===== config.mk =====
export PLATFORM = sky130hd
export DESIGN_NAME = gts_tolerance
export DESIGN_NICKNAME = d
export VERILOG_FILES = /design/src/hdl/gts_pkg.sv /design/src/hdl/gts_tolerance.sv
export SDC_FILE = /design/constraint.sdc
export NUM_CORES = 1
export LEC_CHECK = 0
export ABC_AREA = 1
export BUFFER_PORTS_ARGS = -buffer_cell sky130_fd_sc_hd__buf_4
export CORE_ASPECT_RATIO = 0.5
export CORE_MARGIN = 1
export CORE_UTILIZATION = 35
export DETAILED_ROUTE_END_ITERATION = 8
export GPL_ROUTABILITY_DRIVEN = 0
export SETUP_SLACK_MARGIN = 0.2
export SYNTH_ARGS = -nofsm -noshare
export SYNTH_HDL_FRONTEND = slang
export SYNTH_SLANG_ARGS = --single-unit

===== constraint.sdc =====
create_clock -name vclk -period 8.3
set_input_delay 0.415 -clock vclk [all_inputs]
set_output_delay 0.415 -clock vclk [all_outputs]
set_load 0.05 [all_outputs]

===== src/hdl/gts_pkg.sv =====
// ----------------------------------------------------------------------------
// gts_pkg
// Shared constants for the gated three-point smoother: sample width default,
// threshold format and the Q1.16 value of one.
// ----------------------------------------------------------------------------
`default_nettype none

package gts_pkg;

   localparam int SAMPLE_BITS_DEFAULT = 16;
   localparam int THRESH_BITS         = 17;
   localparam int FRAC_BITS           = 16;

   localparam logic [THRESH_BITS-1:0] THRESH_ONE = THRESH_BITS'(65536);
   localparam logic [THRESH_BITS-1:0] THRESH_RESET = '0;

endpackage

`default_nettype wire


===== src/hdl/gts_tolerance.sv =====
// ----------------------------------------------------------------------------
// gts_tolerance
// Relative tolerance test: |ref - sample| * 1.0 < ref * threshold, exact,
// with the threshold in Q1.16.
// ----------------------------------------------------------------------------
`default_nettype none

module gts_tolerance #(
   parameter int SAMPLE_BITS = gts_pkg::SAMPLE_BITS_DEFAULT
) (
   input  wire logic signed [SAMPLE_BITS-1:0]        ref_value,
   input  wire logic signed [SAMPLE_BITS-1:0]        sample,
   input  wire logic [gts_pkg::THRESH_BITS-1:0]      threshold,
   output logic                                      in_range
);

   localparam int DIFF_BITS = SAMPLE_BITS + 1;
   localparam int CMP_BITS  = SAMPLE_BITS + gts_pkg::THRESH_BITS;

   logic signed [DIFF_BITS-1:0] diff;
   logic [DIFF_BITS-1:0]        abs_diff;
   logic [CMP_BITS-1:0]         lhs;
   logic [CMP_BITS-1:0]         rhs;

   always_comb begin
      diff     = $signed({ref_value[SAMPLE_BITS-1], ref_value})
               - $signed({sample[SAMPLE_BITS-1], sample});
      abs_diff = diff[DIFF_BITS-1] ? DIFF_BITS'(-diff) : DIFF_BITS'(diff);
      lhs      = CMP_BITS'(abs_diff) << gts_pkg::FRAC_BITS;
      rhs      = CMP_BITS'($unsigned(ref_value)) * CMP_BITS'(threshold);
      in_range = lhs < rhs;
   end

endmodule

`default_nettype wire

# Word level (Yosys, flattened, before mapping)
# Cells that the tools add are included.
# classes
addsub,2
n_mul,1
magnitude_cmp,1
n_mux,1
# ops
op,n
< comparator 33 bit,1
multiplier 16 x 17 -> 33 bit,1
two-way mux 17 bit,1
negation 17 bit,1
subtractor 16 x 16 -> 17 bit,1
# totals
ff_bits,0
in_bits,49
wordCells,5

# Longest topological paths before layout
# logic_depth
ltp_word,4
ltp_mapped,42
depth_no_buf,40

# Worst setup path after synthesis
# Ideal clock, no wire load.
# synth_path
kind,input to output
startpoint,in ref_value[3]
endpoint,out in_range
t_arrival_ps,6566
slack_ps,1319
cell_stages,34
n_path_buf,2
path_cell_list,clkbuf_1 -> clkbuf_1 -> nand2_1 -> fa_1 -> fa_1 -> fa_1 -> fa_1 -> inv_1 -> fa_1 -> inv_1 -> fa_1 -> inv_1 -> ha_1 -> inv_1 -> o21bai_1 -> a31oi_1 -> nand2_1 -> nand2_1 -> nand2_1 -> nand2_1 -> o21ai_0 -> xor2_1 -> ha_1 -> nand2_1 -> nor2_1 -> nand3_1 -> nor2_1 -> nand2_1 -> nor2_1 -> nand3_1 -> nor2_1 -> nand3_1 -> nand2_1 -> inv_1
# synth_between
elab_chain_cells,4
elab_cells_between_ends,5
classes_between,add/sub (2); mul (1); order compare (1); mux (1)
# synth_lines
element,line_no,source
"start, declared",gts_tolerance.sv:11,"input wire logic signed [SAMPLE_BITS-1:0] ref_value,"
subtractor 16 x 16 -> 17 bit,gts_tolerance.sv:27,"- $signed({sample[SAMPLE_BITS-1], sample});"
negation 17 bit,gts_tolerance.sv:28,abs_diff = diff[DIFF_BITS-1] ? DIFF_BITS'(-diff) : DIFF_BITS'(diff);
two-way mux 17 bit,gts_tolerance.sv:28,
< comparator 33 bit (*),gts_tolerance.sv:31,in_range = lhs < rhs;
"end, declared",gts_tolerance.sv:14,output logic in_range
# Mark *: on every way between the ends. The rest lies on a longest branch, timed or not.

# Worst setup path after layout
# layout_path
startpoint,in ref_value[6]
endpoint,out in_range
# Same word-level chain as after synthesis.

==> summary by stage <==
Drt
Summing over every cut layer, the via total after detailed routing is 9436. The detail route stage leaves a number of antenna-violating nets equal to 0. The wire length reported by the detailed router is around 28000 um. The iteration count of the initial detailed-routing pass is 5. In the routed layout, each cell is associated on average with a via count of 4.57. The remaining routing DRC violations is 0. After the first detailed-routing iteration, the DRC count stood at 540. The average wire length per cell after detail routing is 13.4 um.

Job
The tool flagged a number of max-cap violations equal to 0.

Logic synthesis
The synthesized netlist cell count is between 1500 and 2000. Counting every net in the synthesized netlist gives 2048. The cell area that synthesis handed to floorplanning was 11400 um2. The part of the Yosys area used for sequential elements is 0%. In this run the mean area of a mapped cell was roughly 6.9 um2.

The number of synthesis warnings is 0. The count of different cell masters after synthesis is 40.

Critical path
The largest stage delay on the critical path is 0.57 ns. Data arrives at the worst endpoint at 7.04 ns. The kind of end point of the critical path is an output pin. The worst setup path is of the input pin to output pin kind. The worst setup path is launched from an input pin. In this run the worst path has a maximum fanout of 18.

STA puts the critical path data required time at just under 8 ns. Among the stages of the critical path, the cell type that occurs most often is nand2_1. For this design, the slowest cell found on the critical path is fa_1.

Global route
The maximum number of pins on one net before global-route repair is 22. The initial antenna violation count was 0. The total congestion overflow is 0.

Global routing consumed, over all layers together, between 15 and 20% of the routing resources. The via count of the first global-routing pass is 9317. The first global-routing pass estimated 47200 um of wire.

Hold path
The worst min-delay path endpoint is in_range. The tightest min-delay check is of the input pin to output pin type. The startpoint of the lowest-slack hold path is threshold[0]. Counting instances, the worst hold path has a depth of 12.

Timing
The number of failing hold endpoints at the final stage is 0. The top achievable clock speed is 134 MHz. Setup repair after global routing left no endpoint under its margin. The remaining max-slew budget at the tightest pin is 69.2%. The setup total negative slack is 0 ns.

Setup violations remaining at the end of the flow were counted as 0. The final number of max-transition violations came to 0. The worst setup margin is about 0.85 ns. The worst path uses 89.8% of the clock period. The slew of the pin with the lowest slew margin is 0.458 ns. The worst path needs 7.45 ns of the cycle, external delays included.

Die
The initial utilization of the core area, before any placement, comes to 35.7%. The die is 257 um wide. For this design the top-level I/O count stands at 50. The die covers 33200 um2.

The core region area is 31800 um2. The floorplan step set the die height to roughly 130 um. The number of standard-cell rows in the floorplan is 46.

Placed design
During placement, the flow inserted port buffers numbering 50. Prior to clock tree synthesis, the placed netlist has a worst setup slack of 0.890 ns. The HPWL after detailed placement is 23400 um. The post-detailed-placement cell area is 12000 um2.

Layout
The final standard cell area without fillers is 12000 um2. The area growth from synthesis to layout is 5.71%. The number of antenna diodes in the final layout is 0. In the final design database the tool counted between 2000 and 2500 nets. The count of sequential standard cells is 0. The sequential cell area is 0 um2. Cells with a size suffix above 1 make up between 5 and 6% of the layout. Clock buffers in the final layout number 0.

CTS
In this run, post-CTS repair resized a total of 0 instances. Hold repair after CTS inserted 0 buffers. The setup fix buffers added after clock tree synthesis is 0.

Run status
The flow ran to the end, and the final reports show no timing, DRC or antenna violations.
critical path: cells and delay by family:
family,cells,cell delay (ns)
xor gates and xnor gates,1,0.16
buffers and inverters,9,0.84
and+or+nand+nor,15,1.44
AOI/OAI and AO/OA,3,0.40
adders and majority gates,8,3.77
cells by family after synthesis:
kind of cell             Yosys count  synth area share (%)
buffers and inverters            531                  17.6
XOR/XNOR                          31                  2.39
AND/OR/NAND/NOR                  651                  23.6
adder cells (fa/ha/maj)          348                  52.1
AO/OA/AOI/OAI                     90                  4.27
stage by stage:
stage	utilization [%]	hold WS (ns)	instances
2_1_floorplan	-	1.64	1651
6_report	37.8	1.81	2065
3_3_place_gp	37.8	1.83	2065
4_1_cts	37.8	1.82	2065
5_1_grt	37.8	1.93	2065
3_5_place_dp	37.8	1.82	2065
layer usage:
metal | global-route usage (%) | up-vias | part of all wire [%]
met3 | 0.450 | 16 | 4.3
met4 | 1.72 | 0 | 0.63
met2 | 28.7 | 198 | 45
met1 | 26.2 | 4482 | 50
met5 | 0 | - | 0
li1 | - | 4740 | -
area by class of cell:
type	count	area (um2)
fill	3398	19800
inverter	463	1740
multi-input combinational	1120	9360
tap	432	541
timing repair buffer	50	375
cells in the mapped netlist (2+ instances only):
cell	n	area share, %
a21o_1	2	0.13
a21oi_1	49	2.2
a31oi_1	5	0.28
and2_1	2	0.11
clkbuf_1	66	2.2
fa_1	209	37
ha_1	139	15
inv_1	462	15
nand2_1	473	16
nand2_2	17	0.94
nand3_1	46	2.0
nand3_2	3	0.26
nand3b_1	4	0.26
nand4_1	11	0.61
nor2_1	70	2.3
nor2_2	6	0.33
nor3_1	7	0.31
nor4_1	3	0.17
o21ai_0	23	1.0
o21ai_1	3	0.13
o21bai_1	3	0.20
xnor2_1	14	1.1
xor2_1	17	1.3
how the worst max path moves through the flow:
stage	from	to	slack (ns)	depth (start not counted)
after floorplan	ref_value[3]	in_range	1.32	34
after global placement	ref_value[4]	in_range	0.91	34
after detailed placement	ref_value[6]	in_range	0.89	39
after CTS	ref_value[6]	in_range	0.87	39
after global routing	ref_value[6]	in_range	0.32	39
final	ref_value[6]	in_range	0.85	36
layout by cell type (no fill, tap or decap), drive strengths merged:
cell type / netlist / layout
a21o: 2 / 2
a21oi: 50 / 50
a31oi: 5 / 5
and2: 3 / 3
and3: 1 / 1
buf: 2 / 50
fa: 209 / 209
ha: 139 / 139
inv: 463 / 463
nand2: 490 / 490
nand3: 49 / 49
nand3b: 5 / 5
nand4: 11 / 11
nor2: 77 / 77
nor3: 8 / 8
nor3b: 1 / 1
nor4: 3 / 3
o211ai: 1 / 1
o21a: 1 / 1
o21ai: 26 / 26
o21bai: 3 / 3
o221ai: 1 / 1
o31a: 1 / 1
or2: 3 / 3
xnor2: 14 / 14
xor2: 17 / 17
Power is not shown: default switching activity piles up to over one toggle a cycle in this logic, so the estimate is an artifact.
